### src/rtl/ipv6_extension_header_walker_assert.svh
// ----------------------------------------------------------------------------
// ipv6 extension header walker assertion macros
// concurrent property helpers used by the top-level rtl file
// ----------------------------------------------------------------------------
`ifndef IPV6_EXTENSION_HEADER_WALKER_ASSERT_SVH
`define IPV6_EXTENSION_HEADER_WALKER_ASSERT_SVH

// same-cycle implication
`define EHW_ASSERT_IMPL(label, clk, rst_n, ante, cons, msg) \
    label: assert property (@(posedge clk) disable iff (!rst_n) (ante) |-> (cons)) \
        else $error(msg);

// next-cycle implication
`define EHW_ASSERT_NEXT(label, clk, rst_n, ante, cons, msg) \
    label: assert property (@(posedge clk) disable iff (!rst_n) (ante) |=> (cons)) \
        else $error(msg);

`endif

### src/rtl/ipv6ehw_pkg.sv
// ----------------------------------------------------------------------------
// ipv6ehw_pkg
// types, header codes and status codes of the ipv6 extension header walker
// ----------------------------------------------------------------------------
`timescale 1ns / 1ps

package ipv6ehw_pkg;

    localparam int PosBits = 17;
    localparam int OutBits = 17;
    localparam int DlBits  = ((PosBits > OutBits) ? PosBits : OutBits) + 2;

    localparam logic [PosBits-1:0] PosMax   = '1;
    localparam logic [PosBits-1:0] HdrStart = PosBits'(40);

    localparam logic [3:0] IpVersion = 4'd6;

    localparam logic [7:0] HtHopByHop = 8'd0;
    localparam logic [7:0] HtRouting  = 8'd43;
    localparam logic [7:0] HtFragment = 8'd44;
    localparam logic [7:0] HtEsp      = 8'd50;
    localparam logic [7:0] HtAuth     = 8'd51;
    localparam logic [7:0] HtDestOpt  = 8'd60;

    localparam logic [2:0] StOk         = 3'd0;
    localparam logic [2:0] StBadVersion = 3'd1;
    localparam logic [2:0] StEsp        = 3'd2;
    localparam logic [2:0] StTruncated  = 3'd3;
    localparam logic [2:0] StMismatch   = 3'd4;

    typedef struct packed {
        logic [7:0] data_byte;
        logic       last_byte;
    } t_in_item;

    typedef struct packed {
        logic [7:0]         upper_protocol;
        logic [OutBits-1:0] data_offset;
        logic [OutBits-1:0] data_length;
        logic [15:0]        payload_length;
        logic [7:0]         hop_limit;
        logic [2:0]         status;
    } t_result;

    function automatic logic is_skip_header(input logic [7:0] t);
        return t inside {HtHopByHop, HtRouting, HtDestOpt, HtFragment, HtAuth};
    endfunction

endpackage

### src/rtl/ipv6ehw_in_reg.sv
// ----------------------------------------------------------------------------
// ipv6ehw_in_reg
// input register stage holding one packet byte for the parser
// ----------------------------------------------------------------------------
`timescale 1ns / 1ps

module ipv6ehw_in_reg (
    input  logic                 i_clk,
    input  logic                 i_rst_n,
    input  logic                 i_valid,
    output logic                 o_ready,
    input  ipv6ehw_pkg::t_in_item i_item,
    input  logic                 i_take,
    output logic                 o_valid,
    output ipv6ehw_pkg::t_in_item o_item
);

    logic                  r_valid;
    logic                  n_valid;
    ipv6ehw_pkg::t_in_item r_item;

    assign o_ready = !r_valid || i_take;
    assign n_valid = (i_valid && o_ready) ? 1'b1 : (i_take ? 1'b0 : r_valid);

    always_ff @(posedge i_clk) begin
        if (!i_rst_n) begin
            r_valid <= 1'b0;
        end else begin
            r_valid <= n_valid;
        end
    end

    always_ff @(posedge i_clk) begin
        if (i_valid && o_ready) begin
            r_item <= i_item;
        end
    end

    assign o_valid = r_valid;
    assign o_item  = r_item;

endmodule

### src/rtl/ipv6ehw_parser.sv
// ----------------------------------------------------------------------------
// ipv6ehw_parser
// per-byte header chain state and end-of-packet result computation
// ----------------------------------------------------------------------------
`timescale 1ns / 1ps

module ipv6ehw_parser (
    input  logic                  i_clk,
    input  logic                  i_rst_n,
    input  logic                  i_adv,
    input  ipv6ehw_pkg::t_in_item i_item,
    output ipv6ehw_pkg::t_result  o_result
);

    localparam int Pb = ipv6ehw_pkg::PosBits;
    localparam int Db = ipv6ehw_pkg::DlBits;
    localparam int Ob = ipv6ehw_pkg::OutBits;

    logic [Pb-1:0] r_pos,   n_pos;
    logic [7:0]    r_pend,  n_pend;
    logic [Pb-1:0] r_nhs,   n_nhs;
    logic          r_done,  n_done;
    logic [7:0]    r_fproto, n_fproto;
    logic [Pb-1:0] r_foff,  n_foff;
    logic [15:0]   r_pl,    n_pl;
    logic [7:0]    r_hop,   n_hop;
    logic [2:0]    r_err,   n_err;

    logic          counted;
    logic [7:0]    b;
    logic          ev_en;
    logic [7:0]    ev_type;
    logic [Pb-1:0] ev_start;
    logic [11:0]   skip;
    logic [Pb:0]   ns;

    logic [Pb-1:0] total;
    logic [Pb-1:0] remain;
    logic [Db-1:0] dl;
    logic          mismatch;

    // next state for one byte
    always_comb begin
        n_pos    = r_pos;
        n_pend   = r_pend;
        n_nhs    = r_nhs;
        n_done   = r_done;
        n_fproto = r_fproto;
        n_foff   = r_foff;
        n_pl     = r_pl;
        n_hop    = r_hop;
        n_err    = r_err;
        ev_en    = 1'b0;
        ev_type  = r_pend;
        ev_start = r_nhs;
        skip     = 12'd8;
        ns       = {1'b0, r_nhs};
        b        = i_item.data_byte;
        counted  = (r_pos != ipv6ehw_pkg::PosMax);

        if (counted) begin
            if (r_pos == Pb'(0) && b[7:4] != ipv6ehw_pkg::IpVersion &&
                r_err == ipv6ehw_pkg::StOk) begin
                n_err = ipv6ehw_pkg::StBadVersion;
            end
            if (r_pos == Pb'(4)) begin
                n_pl[15:8] = b;
            end
            if (r_pos == Pb'(5)) begin
                n_pl[7:0] = b;
            end
            if (r_pos == Pb'(6)) begin
                n_pend   = b;
                ev_en    = 1'b1;
                ev_type  = b;
                ev_start = r_nhs;
            end
            if (r_pos == Pb'(7)) begin
                n_hop = b;
            end
            if (!r_done && r_pos >= ipv6ehw_pkg::HdrStart) begin
                if (r_pos == r_nhs) begin
                    n_fproto = b;
                end else if ({1'b0, r_pos} == {1'b0, r_nhs} + (Pb+1)'(1)) begin
                    if (r_pend == ipv6ehw_pkg::HtFragment) begin
                        skip = 12'd8;
                    end else if (r_pend == ipv6ehw_pkg::HtAuth) begin
                        skip = 12'd8 + 12'({b, 2'b00});
                    end else begin
                        skip = 12'd8 + 12'({b, 3'b000});
                    end
                    ns = {1'b0, r_nhs} + (Pb+1)'(skip);
                    n_nhs = (ns > {1'b0, ipv6ehw_pkg::PosMax}) ?
                            ipv6ehw_pkg::PosMax : ns[Pb-1:0];
                    n_pend   = r_fproto;
                    ev_en    = 1'b1;
                    ev_type  = r_fproto;
                    ev_start = n_nhs;
                end
            end
            n_pos = r_pos + Pb'(1);
        end

        // header type decides whether the chain ends here
        if (ev_en && !ipv6ehw_pkg::is_skip_header(ev_type)) begin
            n_done = 1'b1;
            if (ev_type == ipv6ehw_pkg::HtEsp) begin
                if (n_err == ipv6ehw_pkg::StOk) begin
                    n_err = ipv6ehw_pkg::StEsp;
                end
            end else begin
                n_fproto = ev_type;
                n_foff   = ev_start;
            end
        end
    end

    // end-of-packet result
    always_comb begin
        total    = counted ? (r_pos + Pb'(1)) : r_pos;
        remain   = total - n_foff;
        dl       = Db'(40) + Db'(n_pl) - Db'(n_foff);
        mismatch = dl[Db-1] || (n_foff > total) || (dl > Db'(remain));

        o_result.payload_length = n_pl;
        o_result.hop_limit      = n_hop;
        o_result.upper_protocol = 8'd0;
        o_result.data_offset    = '0;
        o_result.data_length    = '0;
        if (n_err != ipv6ehw_pkg::StOk) begin
            o_result.status = n_err;
        end else if (!n_done) begin
            o_result.status = ipv6ehw_pkg::StTruncated;
        end else begin
            o_result.upper_protocol = n_fproto;
            o_result.data_offset    = Ob'(n_foff);
            if (mismatch) begin
                o_result.status = ipv6ehw_pkg::StMismatch;
            end else begin
                o_result.status      = ipv6ehw_pkg::StOk;
                o_result.data_length = Ob'(dl);
            end
        end
    end

    always_ff @(posedge i_clk) begin
        if (!i_rst_n || (i_adv && i_item.last_byte)) begin
            r_pos    <= '0;
            r_pend   <= 8'd0;
            r_nhs    <= ipv6ehw_pkg::HdrStart;
            r_done   <= 1'b0;
            r_fproto <= 8'd0;
            r_foff   <= ipv6ehw_pkg::HdrStart;
            r_pl     <= 16'd0;
            r_hop    <= 8'd0;
            r_err    <= ipv6ehw_pkg::StOk;
        end else if (i_adv) begin
            r_pos    <= n_pos;
            r_pend   <= n_pend;
            r_nhs    <= n_nhs;
            r_done   <= n_done;
            r_fproto <= n_fproto;
            r_foff   <= n_foff;
            r_pl     <= n_pl;
            r_hop    <= n_hop;
            r_err    <= n_err;
        end
    end

endmodule

### src/rtl/ipv6ehw_out_reg.sv
// ----------------------------------------------------------------------------
// ipv6ehw_out_reg
// result register holding one packet summary until the sink takes it
// ----------------------------------------------------------------------------
`timescale 1ns / 1ps

module ipv6ehw_out_reg (
    input  logic                 i_clk,
    input  logic                 i_rst_n,
    input  logic                 i_load,
    input  ipv6ehw_pkg::t_result i_result,
    input  logic                 i_ready,
    output logic                 o_valid,
    output logic                 o_free,
    output ipv6ehw_pkg::t_result o_result
);

    logic                 r_valid;
    logic                 n_valid;
    ipv6ehw_pkg::t_result r_result;

    assign o_free  = !r_valid || i_ready;
    assign n_valid = i_load ? 1'b1 : (i_ready ? 1'b0 : r_valid);

    always_ff @(posedge i_clk) begin
        if (!i_rst_n) begin
            r_valid <= 1'b0;
        end else begin
            r_valid <= n_valid;
        end
    end

    always_ff @(posedge i_clk) begin
        if (i_load) begin
            r_result <= i_result;
        end
    end

    assign o_valid  = r_valid;
    assign o_result = r_result;

endmodule

### src/rtl/ipv6_extension_header_walker.sv
// ----------------------------------------------------------------------------
// ipv6_extension_header_walker
// result: registered in the result register as its last byte is taken by the parser
// throughput: one byte per cycle; a last byte waits while an older result is held
// reset: synchronous active low, clears all chain state; next byte opens a packet
// ----------------------------------------------------------------------------
`timescale 1ns / 1ps
`include "ipv6_extension_header_walker_assert.svh"

module ipv6_extension_header_walker (
    input  logic        i_clk,
    input  logic        i_rst_n,
    input  logic        i_in_valid,
    output logic        o_in_ready,
    input  logic [7:0]  i_data_byte,
    input  logic        i_last_byte,
    output logic        o_out_valid,
    input  logic        i_out_ready,
    output logic [7:0]  o_upper_protocol,
    output logic [16:0] o_data_offset,
    output logic [16:0] o_data_length,
    output logic [15:0] o_payload_length,
    output logic [7:0]  o_hop_limit,
    output logic [2:0]  o_status
);

    ipv6ehw_pkg::t_in_item in_item;
    ipv6ehw_pkg::t_in_item s1_item;
    ipv6ehw_pkg::t_result  res_next;
    ipv6ehw_pkg::t_result  res_out;
    logic                  s1_valid;
    logic                  out_free;
    logic                  adv;

    assign in_item.data_byte = i_data_byte;
    assign in_item.last_byte = i_last_byte;

    // a final byte waits for room in the result register
    assign adv = s1_valid && (!s1_item.last_byte || out_free);

    ipv6ehw_in_reg u_in_reg (
        .i_clk   (i_clk),
        .i_rst_n (i_rst_n),
        .i_valid (i_in_valid),
        .o_ready (o_in_ready),
        .i_item  (in_item),
        .i_take  (adv),
        .o_valid (s1_valid),
        .o_item  (s1_item)
    );

    ipv6ehw_parser u_parser (
        .i_clk    (i_clk),
        .i_rst_n  (i_rst_n),
        .i_adv    (adv),
        .i_item   (s1_item),
        .o_result (res_next)
    );

    ipv6ehw_out_reg u_out_reg (
        .i_clk    (i_clk),
        .i_rst_n  (i_rst_n),
        .i_load   (adv && s1_item.last_byte),
        .i_result (res_next),
        .i_ready  (i_out_ready),
        .o_valid  (o_out_valid),
        .o_free   (out_free),
        .o_result (res_out)
    );

    assign o_upper_protocol = res_out.upper_protocol;
    assign o_data_offset    = res_out.data_offset;
    assign o_data_length    = res_out.data_length;
    assign o_payload_length = res_out.payload_length;
    assign o_hop_limit      = res_out.hop_limit;
    assign o_status         = res_out.status;

    `EHW_ASSERT_IMPL(a_err_fields_zero, i_clk, i_rst_n, o_out_valid && (o_status == ipv6ehw_pkg::StBadVersion || o_status == ipv6ehw_pkg::StEsp || o_status == ipv6ehw_pkg::StTruncated), o_upper_protocol == 8'd0 && o_data_offset == 17'd0 && o_data_length == 17'd0, "error result carries chain fields")
    `EHW_ASSERT_IMPL(a_mismatch_len_zero, i_clk, i_rst_n, o_out_valid && o_status == ipv6ehw_pkg::StMismatch, o_data_length == 17'd0, "mismatch result carries a length")
    `EHW_ASSERT_IMPL(a_ok_len_sum, i_clk, i_rst_n, o_out_valid && o_status == ipv6ehw_pkg::StOk, ({2'b00, o_payload_length} + 18'd40) == ({1'b0, o_data_offset} + {1'b0, o_data_length}), "offset plus length disagrees with payload length")
    `EHW_ASSERT_NEXT(a_final_byte_loads, i_clk, i_rst_n, adv && s1_item.last_byte, o_out_valid, "final byte transfer gave no result")

endmodule

### config.mk
export PLATFORM = sky130hd
export DESIGN_NAME = ipv6_extension_header_walker
export DESIGN_NICKNAME = d
export VERILOG_FILES = /design/src/rtl/ipv6ehw_pkg.sv /design/src/rtl/ipv6ehw_in_reg.sv /design/src/rtl/ipv6ehw_parser.sv /design/src/rtl/ipv6ehw_out_reg.sv /design/src/rtl/ipv6_extension_header_walker.sv
export VERILOG_INCLUDE_DIRS = /design/src /design/src/rtl
export SDC_FILE = /design/constraint.sdc
export NUM_CORES = 1
export LEC_CHECK = 0
export CORE_MARGIN = 10
export CORE_UTILIZATION = 50
export CTS_CLUSTER_DIAMETER = 60
export DETAILED_ROUTE_END_ITERATION = 8
export DONT_BUFFER_PORTS = 1
export PLACE_DENSITY = 0.68
export SYNTH_ARGS = -nofsm -noshare
export SYNTH_HDL_FRONTEND = slang
export SYNTH_SLANG_ARGS = --single-unit
### constraint.sdc
create_clock -name i_clk -period 10.35 [get_ports i_clk]
set_input_delay 1.035 -clock i_clk [delete_from_list [all_inputs] [get_ports i_clk]]
set_output_delay 1.035 -clock i_clk [all_outputs]
set_load 0.02 [all_outputs]
==> results.py <==
metrics = {
    "floorplan": {
        "initial_core_util_pct": 50.7,
        "die_height_um": 172,
        "count_of_pins_on_the_block_boundary": 84,
        "floorplan.rows": 55,
        "die-area_um2": 29400,
        "die_w_um": 172,
        "fp.coreArea_um2": 22600,
    },
    "power": {
        "clock_power_share_pct": 42.5,
        "power.combinational.fraction_pct": 10.9,
        "power_leakage_nw": 4.80,
        "power_switching_uw": 491,
        "design_power_total_mw": 1.63,
        "vdd.ir_drop.worst_uv": 102,
        "seqPwrFrac_pct": 46.5,
        "power.switching_fraction_pct": 30.1,
        "power_per_cell_area_nw_per_um2": 133,
        "p_int_mw": 1.14,
    },
    "route": {
        "route.antenna.remaining_nets": 0,
        "wirelength_routed_um": 31300,
        "drt-pass1-iter-count": 5,
        "first_iter_violations": 726,
        "post_drt_wl_per_cell_um": 20.2,
        "vias": 9347,
        "post_drt_via_cell_ratio": 6.05,
        "drc": 0,
    },
    "synth": {
        "post_synth_num_cell_types": 80,
        "area_of_the_mapped_netlist_um2": 11500,
        "syn-instance-count": 1293,
        "synth_warnings": 0,
        "postSynthNetCount": 1379,
        "yosys_register_bits": 175,
        "postSynth.asyncResetShare_pct": 0,
        "synth-edff-count": 78,
        "synth_flop_cell": "dfxtp_1",
        "synth.yosys.seq_area_share_pct": 37.3,
        "syn_avg_cell_area_um2": 8.88,
    },
    "global_route": {
        "pin_count_of_the_biggest_net_entering_global_routing": 75,
        "antenna_violations_before_repair": 1,
        "grt_remaining_overflow": 0,
        "grt.total_usage_pct": 21.3,
        "grt_pass1_wl_um": 49100,
        "first_global_vias": 8759,
    },
    "timing": {
        "fmax_mhz": 109,
        "timing.final.setup_violations": 0,
        "worst_hold_margin_ns": 0.455,
        "min_period_ns": 9.18,
        "finClkSkew_ns": 0.0151,
        "layout_worst_path_cycle_share_pct": 88.7,
        "rsz0062_at_grt": "false",
        "final_setup_tns_ns": 0,
        "final_hold_fails": 0,
        "tightestPinTransition_ns": 1.23,
        "timing_max_transition_violations_final": 0,
        "worst_slew_margin_rel_pct": 17.9,
    },
    "worst_setup_path": {
        "critical-path-max-stage-delay_ns": 0.92,
        "critical_path_required_ns": 10.54,
        "start_kind": "flop",
        "cp.arrival_ns": 9.37,
        "critical_path_start_end_classification": "reg -> reg",
        "worstPathMaxFanout": 12,
        "worst_path_max_delay_cell": "nor4b_1",
        "cp-end-kind": "flop",
        "crit_path_frequent_cell": "a21oi_1",
    },
    "clock_network": {
        "post_cts_buffers": 0,
        "cts_max_level": 4,
        "worst_skew_late_latency_ns": 0.44,
        "post_cts_resized": 0,
        "cts_buffers": 17,
        "clock-root-buffer": "clkbuf_16",
        "cts_tree": "yes",
        "cts.hold.buffers_added": 0,
        "clk_pin_slew_worst_paths_ns": 0.08,
        "clock_sink_count": 175,
        "cts.path.max_buffers": 2,
    },
    "placed_design": {
        "place.port_buffers": 0,
        "post-dp-hpwl_um": 23300,
        "dp_cells": 1514,
        "finalWeightedCongestion": 0.974,
    },
    "final_layout": {
        "finalCoreUtilization_pct": 54.1,
        "synthToLayoutAreaGrowth_pct": 6.58,
        "nFillCells": 2050,
        "final-instance-count-excl-fill": 1546,
        "mostFrequentLayoutCell": "nand2_1",
        "antenna-diode-count": 0,
        "final_layout_size_suffix_gt1_share_pct": 6.90,
        "layout_common_cells": "117 x nand2_1, 116 x nor2_1, 97 x dfxtp_1",
        "final_net_count": 1334,
    },
    "worst_hold_path": {
        "timing.hold.worst.class": "reg -> reg",
    },
    "run_status": {
        "outcome": "complete, no violations",
    },
    "run": {
        "drv_cap": 0,
    },
}
[kinds of logic after synthesis]
group / Yosys count / synth area share, %
AOI/OAI and AO/OA: 314 / 18.5
xor gates and xnor gates: 98 / 7.47
adders and majority gates: 73 / 8.15
buffers and inverters: 151 / 5.47
DFF: 175 / 37.3
muxes: 51 / 4.64
and+or+nand+nor: 431 / 18.5
[metrics by stage]
| step | cell area (µm²) | worst slack (ns) |
|---|---|---|
| after global placement | 11600 | 1.39 |
| after CTS | 12200 | 1.20 |
| after global routing | 12200 | 0.204 |
| final | 12200 | 1.17 |
| after floorplan | 11500 | 2.69 |
| after detailed placement | 11600 | 1.26 |
[power groups by stage]
| stage | Sequential, mW | Clock [mW] | Combinational (mW) |
|---|---|---|---|
| after global routing | 0.760 | 0.727 | 0.197 |
| final | 0.758 | 0.693 | 0.178 |
| after floorplan | 0.764 | 0 | 0.134 |
| after CTS | 0.758 | 0.701 | 0.176 |
| after global placement | 0.773 | 0 | 0.173 |
| after detailed placement | 0.774 | 0 | 0.175 |
[final timing paths]
path,start,to,slack [ns],depth (start not counted)
worst max-delay path,u_parser.r_pend[5],u_out_reg.o_result[32],1.17,41
worst min-delay path,u_parser.r_foff[11],u_parser.r_foff[11],0.45,2
worst max register to register,u_parser.r_pend[5],u_out_reg.o_result[32],1.17,41
worst min register to register,u_parser.r_foff[11],u_parser.r_foff[11],0.45,2
[state kept, by name, indices dropped and copies added, names as in the netlist]
register and count:
u_parser.r_hop 8, u_parser.r_foff 17, u_out_reg.o_result 69, u_parser.r_nhs 17
u_in_reg.o_valid 1, u_parser.r_pl 16, u_out_reg.o_valid 1, u_in_reg.o_item 9
u_parser.r_done 1, u_parser.r_err 3, u_parser.r_fproto 8, u_parser.r_pos 17
u_parser.r_pend 8
[final cells by class]
cell class | count | area, µm² | share of cell area (%)
multi-input cells | 967 | 6580 | 53.8
flip-flops and latches | 175 | 4280 | 35.0
clock buffers | 17 | 425 | 3.47
well taps | 285 | 357 | 2.91
inverters | 73 | 274 | 2.24
clock inverters | 15 | 216 | 1.77
repair buffers | 14 | 105 | 0.858
[layer usage]
layer	vias up	GRT usage (%)	part of all wire, %
li1	4567	-	-
met1	4457	29.3	46
met2	282	33.8	46
met3	41	2.48	6.2
met4	0	7.30	2.4
met5	-	0	0
[cells in the mapped netlist, types with 4 or more instances]
cell type    n  area share, %
mux2i_1     33            2.9
nor4_1       5           0.27
inv_1       73            2.4
clkbuf_1    49            1.6
a311oi_1     4           0.30
a21o_1      15           0.98
and3_1      10           0.54
nor2b_1     13           0.71
xnor2_1     61            4.7
mux2_2      15            1.5
buf_1        6           0.20
a211oi_1    24            1.6
nand3_1     45            2.0
o32a_1       5           0.44
xor2_1      37            2.8
nand2_1    119            3.9
dfxtp_1     97             17
o211ai_1    15           0.98
buf_4        8           0.52
nand2b_1    14           0.76
a211o_1      7           0.53
and4_1      18            1.4
o2111ai_1    5           0.38
o22ai_1      6           0.33
a22oi_1      4           0.26
o31ai_1      4           0.26
or3_1       12           0.65
o21ai_0     50            2.2
a31oi_1     20            1.1
nor3_1      25            1.1
o21a_1      17            1.1
buf_2       13           0.57
nor2_1     116            3.8
ha_1        70            7.6
and2_1      13           0.71
o21ai_1      4           0.17
nand4_1     14           0.76
a21oi_1     96            4.2
or2_2        5           0.27
edfxtp_1    78             20
[critical path, delay by kind of cell, from the launching register on]
family | cells | cell delay (ns)
AOI/OAI and AO/OA | 23 | 3.79
and+or+nand+nor | 10 | 2.69
adders and majority gates | 4 | 1.23
buffers and inverters | 3 | 0.59
DFF | 1 | 0.44
xor gates and xnor gates | 1 | 0.15
No activity file was read; power rests on OpenSTA's default activity.
